**config.mk**
```make
export PLATFORM = sky130hd
export DESIGN_NAME = edsh_decode
export DESIGN_NICKNAME = d
export VERILOG_FILES = /design/src/hdl/edsh_pkg.sv /design/src/hdl/edsh_decode.sv
export SDC_FILE = /design/constraint.sdc
export NUM_CORES = 1
export LEC_CHECK = 0
export BUFFER_PORTS_ARGS = -buffer_cell sky130_fd_sc_hd__buf_4
export CORE_UTILIZATION = 30
export DETAILED_ROUTE_END_ITERATION = 7
export SYNTH_ARGS = -nofsm -noshare
export SYNTH_HDL_FRONTEND = slang
export SYNTH_SLANG_ARGS = --single-unit
```
**constraint.sdc**
```tcl
create_clock -name vclk -period 3.1
set_input_delay 0.465 -clock vclk [all_inputs]
set_output_delay 0.465 -clock vclk [all_outputs]
set_load 0.01 [all_outputs]
```
**src/hdl/edsh_pkg.sv**
```systemverilog
// Shared types, constants and decode functions for the end-distance
// substitution histogram. No dependencies; the top level and edsh_decode import it.
package edsh_pkg;

	localparam int CELLS = 16;
	localparam int CNT_W = 40;
	localparam int WEIGHT_W = 12;

	localparam logic [7:0] CHAR_S = 8'h53;
	localparam logic [7:0] CHAR_I = 8'h49;
	localparam logic [7:0] CHAR_M = 8'h4D;
	localparam logic [7:0] CHAR_A = 8'h41;
	localparam logic [7:0] CHAR_C = 8'h43;
	localparam logic [7:0] CHAR_G = 8'h47;
	localparam logic [7:0] CHAR_T = 8'h54;
	localparam logic [7:0] CHAR_ZERO = 8'h30;
	localparam logic [7:0] CHAR_THREE = 8'h33;
	localparam logic [7:0] CHAR_LOW_A = 8'h61;
	localparam logic [7:0] CHAR_LOW_Z = 8'h7A;

	// Request kinds carried in tuser.
	localparam logic REQ_ACCUM = 1'b0;
	localparam logic REQ_READ = 1'b1;

	// Base code: 0..3 for A C G T, bit 2 set means unknown.
	typedef logic [2:0] base_code_t;
	localparam base_code_t CODE_A = 3'd0;
	localparam base_code_t CODE_C = 3'd1;
	localparam base_code_t CODE_G = 3'd2;
	localparam base_code_t CODE_T = 3'd3;
	localparam base_code_t CODE_N = 3'd4;

	// Packed read base codes.
	localparam logic [3:0] PACK_A = 4'h1;
	localparam logic [3:0] PACK_C = 4'h2;
	localparam logic [3:0] PACK_G = 4'h4;
	localparam logic [3:0] PACK_T = 4'h8;

	typedef enum logic [1:0] {
		ST_CLEAR,
		ST_IDLE,
		ST_UPDATE
	} state_t;

	// Where one accumulate item lands in the two tables.
	typedef struct packed {
		logic       ok5;
		logic       ok3;
		logic [8:0] d5;
		logic [8:0] d3;
		logic [3:0] cell_idx;
	} edsh_plan_t;

	function automatic logic [7:0] fold_upper(input logic [7:0] c);
		if (c >= CHAR_LOW_A && c <= CHAR_LOW_Z)
			return c - 8'd32;
		return c;
	endfunction

	function automatic base_code_t symbol_code(input logic [7:0] c);
		if (c <= 8'd3)
			return base_code_t'(c);
		if (c >= CHAR_ZERO && c <= CHAR_THREE)
			return base_code_t'(c - CHAR_ZERO);
		case (c)
			CHAR_A: return CODE_A;
			CHAR_C: return CODE_C;
			CHAR_G: return CODE_G;
			CHAR_T: return CODE_T;
			default: return CODE_N;
		endcase
	endfunction

	function automatic base_code_t packed_code(input logic [3:0] p);
		case (p)
			PACK_A: return CODE_A;
			PACK_C: return CODE_C;
			PACK_G: return CODE_G;
			PACK_T: return CODE_T;
			default: return CODE_N;
		endcase
	endfunction

endpackage

```
**src/hdl/edsh_decode.sv**
```systemverilog
// Turns one accumulate item into the cell and the two end distances it adds
// to, with the filters for clipping, quality, unknown bases and range.
// Depends on edsh_pkg.
module edsh_decode #(
	parameter int DISTANCE_DEPTH = 32,
	parameter int MAX_READ_LEN = 256
) (
	input  logic [7:0]              ref_symbol,
	input  logic [3:0]              read_base_code,
	input  logic [7:0]              base_quality,
	input  logic [7:0]              base_offset,
	input  logic [8:0]              read_length,
	input  logic                    reverse_strand,
	input  logic [7:0]              min_quality,
	output edsh_pkg::edsh_plan_t    plan
);
	import edsh_pkg::*;

	logic [7:0] sym;
	base_code_t read_c;
	base_code_t ref_c;
	logic       usable;
	logic       far_ok;
	logic [8:0] far;
	logic       ok5_raw;
	logic       ok3_raw;
	logic [8:0] d5;
	logic [8:0] d3;
	logic [1:0] ref_b;
	logic [1:0] read_b;

	always_comb begin
		sym = fold_upper(ref_symbol);
		read_c = packed_code(read_base_code);
		ref_c = (sym == CHAR_M) ? read_c : symbol_code(sym);
		usable = !(sym == CHAR_S || sym == CHAR_I)
			&& !(base_quality < min_quality)
			&& !(32'(read_length) > 32'(MAX_READ_LEN))
			&& !ref_c[2] && !read_c[2];

		// Distance from the far end exists only for an offset inside the read.
		far_ok = {1'b0, base_offset} < read_length;
		far = far_ok ? (read_length - 9'd1 - {1'b0, base_offset}) : 9'd0;

		if (reverse_strand) begin
			ref_b = ~ref_c[1:0];
			read_b = ~read_c[1:0];
			ok5_raw = far_ok;
			d5 = far;
			ok3_raw = 1'b1;
			d3 = {1'b0, base_offset};
		end else begin
			ref_b = ref_c[1:0];
			read_b = read_c[1:0];
			ok5_raw = 1'b1;
			d5 = {1'b0, base_offset};
			ok3_raw = far_ok;
			d3 = far;
		end

		plan.ok5 = usable && ok5_raw && (32'(d5) < 32'(DISTANCE_DEPTH));
		plan.ok3 = usable && ok3_raw && (32'(d3) < 32'(DISTANCE_DEPTH));
		plan.d5 = d5;
		plan.d3 = d3;
		plan.cell_idx = {ref_b, read_b};
	end

endmodule
```
==> out/results.tsv, run 1 <==
metric	value	unit
status	finished clean	
worst path arrival time	2.51	ns
Worst slew margin	61.6	%
initial standard-cell utilization of the core	31.9	%
number of global-route vias before repair	1567	
area growth from synthesis to layout	43.2	%
Most Crowded Layer GR	met2	
final hold slack	1.24	ns
critical path startpoint category	primary input	
number of warnings printed during yosys synthesis	0	
leakage power figure	0.00101	uW
detailed-router iteration count before antenna repair	6	
endpoint class of the critical path	primary output	
count of vias placed by the detailed router	1746	
cell type contributing the most total cell area after synthesis	sky130_fd_sc_hd__ha_1	
die extent in x	70.9	um
core region area	0.00447	mm2
met2 Resource Use GR	29.2	%
post-detailed-placement half-perimeter wirelength	3430	um
required time worst endpoint	2.63	ns
Post-Synthesis Net Count	278	
clock period minus worst slack	2.98	ns
area taken by flip-flops and latches	0	um2
final estimated routing congestion in global placement	0.828	
Via-to-Cell Ratio	5.31	
number of flip-flops and latches	0	
IO Count	70	
Pwr per Cell Area	184	mW/mm2
die area	0.00503	mm2
final net count	349	
final hold violation count	0	
DRC violation count after routing	0	
Max Cap Viol	0	
Post-Syn Area	0.00143	mm2
post-DR wirelength/cell	12.6	um
wire length of the first global-routing pass	6860	um
Worst Path Max Fanout	5	
final wirelength	4130	um
All-Layer GR Usage	15.8	%
Antenna diodes	0	
share of post-route cells with drive strength above 1	32.5	%
Cell Count, Final, Fillers Out	329	
GR met3 Demand/Resource	0.427	%
Mapped Cells	208	
Finished Cell Area	0.00204	mm2
Inst Count DP	328	
antenna-violating nets left	0	
type of the most critical hold path	in -> out	
Worst Hold Endpoint	plan[7]	
hold-fix buffers at CTS	0	
number of antenna violations at the first check in global routing	0	
sum of negative setup slack	0	ns
global route overflow	0	
chip height	70.9	um
Clock buffer cells	0	
Max rail drop VDD	0.0000838	V
Mean Syn Cell Area	6.85	um2
maximum number of pins on one net before global-route repair	27	
portion of the clock cycle consumed by the worst path in the final layout	96.0	%
floorplan row count	24	
met1 Usage GRT	21.3	%
number of endpoints failing setup at the final stage	0	
sequential area share after synthesis	0	%
actual transition at the worst max-transition pin	0.575	ns
post-synth top area share	20.2	%
Port Buf Inserts	70	
HP Start	base_offset[3]	
# fillers	481	
initial detailed-routing violation count	134	
Area after DPL	0.00202	mm2
RSZ-0062 raised after global routing	false	
Fmax	336	MHz
Util after Layout	45.6	%
count of distinct cell types in the synthesized netlist	54	
hold path depth	4	
synth top area cells	sky130_fd_sc_hd__ha_1, sky130_fd_sc_hd__inv_1, sky130_fd_sc_hd__xnor2_1	
Crit Path Class	in -> out	
Max Slew Vio Count	0	
worst max-delay path: stages:
cell                       delay [ns]
sky130_fd_sc_hd__buf_4           0.09
sky130_fd_sc_hd__inv_1           0.04
sky130_fd_sc_hd__ha_1            0.33
sky130_fd_sc_hd__a21o_1          0.21
sky130_fd_sc_hd__or4_1           0.40
sky130_fd_sc_hd__o22a_2          0.25
sky130_fd_sc_hd__a221o_1         0.36
sky130_fd_sc_hd__a211oi_2        0.22
sky130_fd_sc_hd__buf_4           0.15
cells in the mapped netlist, drive strengths merged, types with 2 or more instances:
cell and number:
a211oi 4, a21o 4, a21oi 8, a221oi 3, a31oi 4, a32oi 3, buf 4, clkbuf 4
ha 23, inv 27, mux2 2, nand2 12, nand3 11, nor2 11, nor2b 10, nor3 7
nor3b 2, nor4 4, nor4b 2, o2111ai 2, o211a 2, o21ai 18, o21ba 2, o221ai 2
or3b 2, xnor2 11, xor2 2
area by class of cell:
type | instances | area, um2 | area share, %
inverter | 27 | 101 | 4.97
tap | 52 | 65.1 | 3.19
multi-input combinational | 173 | 1300 | 63.5
timing repair buffer | 77 | 578 | 28.3
per-stage QoR:
stage	total power, uW	setup slack, ns
global placement	366	0.134
CTS	370	0.0919
detailed placement	368	0.0873
global route	411	0.0148
floorplan	212	0.282
finish	375	0.124
cell families (layout without fill, tap and decap cells):
kind of cell | count (synthesis) | after routing | synth area share, %
AND/OR/NAND/NOR | 68 | 68 | 25.8
AO/OA/AOI/OAI | 65 | 65 | 32.5
buffers and inverters | 35 | 104 | 9.83
adder cells (fa/ha/maj) | 24 | 24 | 21.6
XOR/XNOR | 13 | 13 | 7.99
multiplexers | 3 | 3 | 2.28
repair_timing:
action | 4_1_cts | 5_1_grt
endpoints found under the setup margin | 0 | 2
gates resized for setup | 0 | 3
setup buffers | 0 | 1
hold endpoints to repair | 0 | 0
placed cells by master (no fill, tap or decap), types with 2 or more instances in the layout:
cell	count
sky130_fd_sc_hd__a21o_1	4
sky130_fd_sc_hd__a31oi_1	4
sky130_fd_sc_hd__xnor2_1	11
sky130_fd_sc_hd__nor3b_1	2
sky130_fd_sc_hd__o21ai_0	16
sky130_fd_sc_hd__ha_1	22
sky130_fd_sc_hd__nor3_1	6
sky130_fd_sc_hd__nand3_1	11
sky130_fd_sc_hd__o221ai_1	2
sky130_fd_sc_hd__a221oi_1	3
sky130_fd_sc_hd__xor2_1	2
sky130_fd_sc_hd__nand2_1	12
sky130_fd_sc_hd__a211oi_1	2
sky130_fd_sc_hd__or3b_2	2
sky130_fd_sc_hd__nor4b_1	2
sky130_fd_sc_hd__a211oi_2	2
sky130_fd_sc_hd__o211a_1	2
sky130_fd_sc_hd__nor2b_1	10
sky130_fd_sc_hd__a32oi_1	3
sky130_fd_sc_hd__a21oi_1	8
sky130_fd_sc_hd__mux2_2	2
sky130_fd_sc_hd__o21ba_2	2
sky130_fd_sc_hd__nor4_1	3
sky130_fd_sc_hd__o21ai_1	2
sky130_fd_sc_hd__nor2_1	11
sky130_fd_sc_hd__inv_1	27
sky130_fd_sc_hd__o2111ai_1	2
sky130_fd_sc_hd__buf_4	77
how the worst max path moves through the flow:
stage / from / endpoint / slack, ns / cells past startpoint
final: base_offset[4] / plan[23] / 0.12 / 9
after global routing: base_offset[4] / plan[23] / 0.01 / 9
after CTS: base_offset[0] / plan[23] / 0.09 / 12
after detailed placement: base_offset[1] / plan[22] / 0.09 / 10
after global placement: base_offset[1] / plan[22] / 0.13 / 10
after floorplan: base_offset[4] / plan[22] / 0.28 / 9
metal layers:
layer  share of wire, %  wire length [um]  up-vias
met3                4.7               195        2
met4               0.53                22        0
met1                 47              1960      782
li1                   -                 -      903
met2                 47              1960       59
met5                  0                 0        -
where the power goes:
part           internal, uW  switching [uW]  leakage [uW]  total, uW
clock network             0               0             0          0
logic                   189             185       0.00101        375
registers                 0               0             0          0
total                   189             185       0.00101        375
(Power assumes the default switching activity.)
==> run 2, diff against run 1 <==
--- a/config.mk
+++ b/config.mk
@@ -6,8 +6,9 @@
 export NUM_CORES = 1
 export LEC_CHECK = 0
 export BUFFER_PORTS_ARGS = -buffer_cell sky130_fd_sc_hd__buf_4
-export CORE_UTILIZATION = 30
+export CORE_UTILIZATION = 49
 export DETAILED_ROUTE_END_ITERATION = 7
+export PLACE_DENSITY = 0.91
 export SYNTH_ARGS = -nofsm -noshare
 export SYNTH_HDL_FRONTEND = slang
 export SYNTH_SLANG_ARGS = --single-unit
==> out/results.tsv, run 2 (synthesis results as in run 1) <==
metric	value	unit	change
status	finished clean		unchanged
endpoint class of the critical path	primary output		unchanged
sum of negative setup slack	0	ns	unchanged
initial detailed-routing violation count	91		was 134
number of endpoints failing setup at the final stage	0		unchanged
Util after Layout	72.6	%	was 45.6%
Max Slew Vio Count	0		unchanged
Via-to-Cell Ratio	5.92		was 5.31
All-Layer GR Usage	23.8	%	was 15.8%
post-detailed-placement half-perimeter wirelength	3080	um	was 3430 um
post-DR wirelength/cell	12.5	um	was 12.6 um
critical path startpoint category	primary input		unchanged
Inst Count DP	305		was 328
core region area	0.00276	mm2	was 0.00447 mm2
Worst slew margin	66.2	%	was 61.6%
Worst Path Max Fanout	8		was 5
CP most frequent cell	sky130_fd_sc_hd__buf_4		unchanged
Pwr per Cell Area	184	mW/mm2	about the same
Antenna diodes	0		unchanged
number of flip-flops and latches	0		unchanged
final wirelength	3810	um	was 4130 um
IO Count	70		unchanged
area taken by flip-flops and latches	0	um2	unchanged
worst path buffer plus inverter count	3		unchanged
final estimated routing congestion in global placement	0.912		was 0.828
Fmax	336	MHz	about the same
commonest non-fill, non-tap cells in the layout	sky130_fd_sc_hd__buf_4, sky130_fd_sc_hd__inv_1, sky130_fd_sc_hd__ha_1		unchanged
die extent in x	55.9	um	was 70.9 um
Max rail drop VDD	0.000138	V	was 0.0000838 V
area growth from synthesis to layout	40.6	%	was 43.2%
number of setup buffers added after CTS	0		unchanged
cells traversed along the worst timing path	buf_4, inv_1, ha_1, and3_1, a211oi_1, a311o_2, or3b_2, o21ai_0, buf_4		was buf_4, inv_1, ha_1, a21o_1, or4_1, o22a_2, a221o_1, a211oi_2, buf_4
Port Buf Inserts	70		unchanged
DRC violation count after routing	0		unchanged
most common cell after layout, fill and taps aside	sky130_fd_sc_hd__buf_4		unchanged
number of global-route vias before repair	1597		was 1567
actual transition at the worst max-transition pin	0.506	ns	was 0.575 ns
count of vias placed by the detailed router	1805		was 1746
global route overflow	0		unchanged
floorplan row count	19		was 24
clock period minus worst slack	2.97	ns	was 2.98 ns
share of post-route cells with drive strength above 1	32.5	%	about the same
portion of the clock cycle consumed by the worst path in the final layout	95.9	%	was 96.0%
hold-fix buffers at CTS	0		unchanged
maximum number of pins on one net before global-route repair	27		unchanged
post-layout total power	369	uW	was 375 uW
required time worst endpoint	2.63	ns	about the same
Crit Path Class	in -> out		unchanged
type of the most critical hold path	in -> out		unchanged
detailed-router iteration count before antenna repair	4		was 6
wire length of the first global-routing pass	6530	um	was 6860 um
Clock buffer cells	0		unchanged
chip height	55.9	um	was 70.9 um
leakage power figure	0.000998	uW	was 0.00101 uW
die area	0.00313	mm2	was 0.00503 mm2
Max Cap Viol	0		unchanged
final hold violation count	0		unchanged
final net count	346		was 349
worst path arrival time	2.51	ns	about the same
antenna-violating nets left	0		unchanged
cell at the slowest stage of the critical path	sky130_fd_sc_hd__or3b_2		was sky130_fd_sc_hd__or4_1
Cell Count, Final, Fillers Out	305		was 329
Crit path max-delay family	compound AO/OA/AOI/OAI gates		unchanged
final hold slack	1.24	ns	about the same
initial standard-cell utilization of the core	51.7	%	was 31.9%
Crit path largest cell delay	0.45	ns	was 0.40 ns
number of antenna violations at the first check in global routing	0		unchanged
-- run 2: changes by cell type in the layout (fill, tap and decap cells not counted), sizes merged --
cell / change
buf: -3
-- run 2: cell type report --
type	instances	area, um2
Fill cell	228	754
Tap cell	31	38.8
Timing Repair Buffer	74	556
Multi-Input combinational cell	173	1310
Inverter	27	101
-- run 2: power breakdown --
group,internal (uW),leakage (uW),switching [uW]
combinational,186,0.000998,183
sequential,0,0,0
clock,0,0,0
-- run 2: worst paths after layout --
kind | from | end | slack, ns | cells past startpoint
worst max-delay path | base_offset[7] | plan[20] | 0.13 | 9
worst min-delay path | base_offset[3] | plan[7] | 1.24 | 4
-- run 2: tightest hold or removal path: cells and delay by family --
kind	cells	cell delay [ns]
compound gates	1	0.06
buf+inv	2	0.21
simple gates	1	0.04
-- run 2: layer usage --
layer | global-route usage [%] | up-vias | share of wire (%)
met5 | 0 | - | 0
met4 | 0.697 | 0 | 0
met3 | 1.86 | 0 | 5.9
met2 | 45.3 | 67 | 50
met1 | 30.9 | 839 | 45
li1 | - | 899 | -
-- run 2: what timing repair did --
action | CTS | global route
resized for setup | 0 | 6
endpoints found under the setup margin | 0 | 4
endpoints found under the hold margin | 0 | 0
-- run 2: metrics by stage --
step	cell area (um2)	worst slack, ns
finish	2000	0.126
detailed placement	1980	0.0322
global route	2000	-0.0111
global placement	1980	0.0916
CTS	1980	0.0151
floorplan	1430	0.282
==> run 3, diff against run 2 <==
--- a/config.mk
+++ b/config.mk
@@ -6,9 +6,9 @@
 export NUM_CORES = 1
 export LEC_CHECK = 0
 export BUFFER_PORTS_ARGS = -buffer_cell sky130_fd_sc_hd__buf_4
-export CORE_UTILIZATION = 49
+export CORE_UTILIZATION = 45
 export DETAILED_ROUTE_END_ITERATION = 7
-export PLACE_DENSITY = 0.91
+export PLACE_DENSITY = 0.85
 export SYNTH_ARGS = -nofsm -noshare
 export SYNTH_HDL_FRONTEND = slang
 export SYNTH_SLANG_ARGS = --single-unit
==> out/results.tsv, run 3 (synthesis results as in run 1) <==
metric	value	unit	change
status	finished clean		unchanged
leakage power figure	0.00101	uW	was 0.000998 uW
detailed-router iteration count before antenna repair	4		unchanged
floorplan row count	20		was 19
core region area	0.00303	mm2	was 0.00276 mm2
area taken by flip-flops and latches	0	um2	unchanged
clock period minus worst slack	2.99	ns	was 2.97 ns
Worst slew margin	65.3	%	was 66.2%
die area	0.00340	mm2	was 0.00313 mm2
Via-to-Cell Ratio	5.54		was 5.92
maximum number of pins on one net before global-route repair	27		unchanged
Crit Path Class	in -> out		unchanged
Inst Count DP	319		was 305
global route overflow	0		unchanged
top layer reached by signal wires	met4		was met3
final wirelength	3910	um	was 3810 um
Fmax	335	MHz	was 336 MHz
All-Layer GR Usage	22.3	%	was 23.8%
final net count	348		was 346
RSZ-0062 raised after global routing	false		
Pwr per Cell Area	185	mW/mm2	was 184 mW/mm2
area growth from synthesis to layout	42.0	%	was 40.6%
WL met3	179	um	was 223 um
share of post-route cells with drive strength above 1	32.2	%	was 32.5%
final hold violation count	0		unchanged
count of vias placed by the detailed router	1774		was 1805
worst path arrival time	2.52	ns	was 2.51 ns
number of antenna violations at the first check in global routing	0		unchanged
post-detailed-placement half-perimeter wirelength	3220	um	was 3080 um
die extent in x	58.3	um	was 55.9 um
Cell Count, Final, Fillers Out	320		was 305
number of flip-flops and latches	0		unchanged
Max Cap Viol	0		unchanged
wire length of the first global-routing pass	6250	um	was 6530 um
endpoint class of the critical path	primary output		unchanged
type of the most critical hold path	in -> out		unchanged
number of endpoints failing setup at the final stage	0		unchanged
cell at the slowest stage of the critical path	sky130_fd_sc_hd__or3b_2		unchanged
Port Buf Inserts	70		unchanged
commonest non-fill, non-tap cells in the layout	sky130_fd_sc_hd__buf_4, sky130_fd_sc_hd__inv_1, sky130_fd_sc_hd__ha_1		unchanged
DRC violation count after routing	0		unchanged
chip height	58.3	um	was 55.9 um
Antenna diodes	0		unchanged
CP most frequent cell	sky130_fd_sc_hd__buf_4		unchanged
required time worst endpoint	2.63	ns	about the same
Area after DPL	0.00200	mm2	was 0.00198 mm2
# fillers	270		was 228
sum of negative setup slack	0	ns	unchanged
actual transition at the worst max-transition pin	0.519	ns	was 0.506 ns
critical path startpoint category	primary input		unchanged
detailed-route wire length on metal 1	1780	um	was 1700 um
initial standard-cell utilization of the core	47.1	%	was 51.7%
Finished Cell Area	0.00202	mm2	was 0.00200 mm2
Max Slew Vio Count	0		unchanged
portion of the clock cycle consumed by the worst path in the final layout	96.3	%	was 95.9%
wire length on met2	1890	um	about the same
Max rail drop VDD	0.000115	V	was 0.000138 V
IO Count	70		unchanged
Crit path largest cell delay	0.46	ns	was 0.45 ns
number of global-route vias before repair	1518		was 1597
Clock buffer cells	0		unchanged
most common cell after layout, fill and taps aside	sky130_fd_sc_hd__buf_4		unchanged
final estimated routing congestion in global placement	0.901		was 0.912
cells traversed along the worst timing path	buf_4, inv_1, ha_1, and3_1, a211oi_1, a311o_1, or3b_2, o21ai_0, buf_4		was buf_4, inv_1, ha_1, and3_1, a211oi_1, a311o_2, or3b_2, o21ai_0, buf_4
Util after Layout	66.8	%	was 72.6%
Worst Path Max Fanout	6		was 8
initial detailed-routing violation count	54		was 91
post-DR wirelength/cell	12.2	um	was 12.5 um
antenna-violating nets left	0		unchanged
## run 3: cell count changes in the layout (fill, tap and decap cells not counted)
cell | before | now
sky130_fd_sc_hd__buf_4 | 74 | 76
sky130_fd_sc_hd__a311o_1 | 0 | 1
sky130_fd_sc_hd__a311o_2 | 1 | 0
sky130_fd_sc_hd__fa_1 | 1 | 0
sky130_fd_sc_hd__fa_2 | 0 | 1
sky130_fd_sc_hd__ha_1 | 22 | 23
sky130_fd_sc_hd__ha_4 | 1 | 0
sky130_fd_sc_hd__inv_1 | 26 | 27
sky130_fd_sc_hd__inv_2 | 1 | 0
## run 3: repair_timing
action | 4_1_cts | 5_1_grt
buffers inserted | 0 | 1
resized for setup | 0 | 3
hold endpoints to repair | 0 | 0
hold buffers | 0 | 0
setup endpoints to repair | 0 | 2
## run 3: critical path: cells and delay by family
kind,cells,cell delay [ns]
buffers and inverters,3,0.32
AOI/OAI and AO/OA,3,0.71
adders and majority gates,1,0.36
and+or+nand+nor,2,0.66
## run 3: final timing paths
path            from        to  slack, ns  depth (start not counted)
max   base_offset[7]  plan[20]       0.11                          9
min   base_offset[3]   plan[7]       1.24                          4
## run 3: layer usage
layer  track usage (%)  vias up
li1                  -      902
met1              28.9      806
met2              40.4       60
met3              1.34        6
met4              4.76        0
met5                 0        -
## run 3: layout make-up
class                      count  area (um2)  share of cell area [%]
multi-input combinational    173        1300                    64.1
timing repair buffer          76         571                    28.2
inverter                      27         101                    5.01
tap                           44        55.1                    2.72
## run 3: where the power goes
part,switching [uW],leakage [uW],total [uW],internal (uW)
clock,0,0,0,0
sequential,0,0,0,0
combinational,186,0.00101,374,189
## run 3: through the flow
stage	hold WS, ns	setup WS [ns]	power, uW
4_1_cts	1.25	0.103	365
3_5_place_dp	1.25	0.101	363
3_3_place_gp	1.24	0.168	358
5_1_grt	1.28	0.00782	412
6_report	1.24	0.114	374
2_1_floorplan	1.08	0.282	212
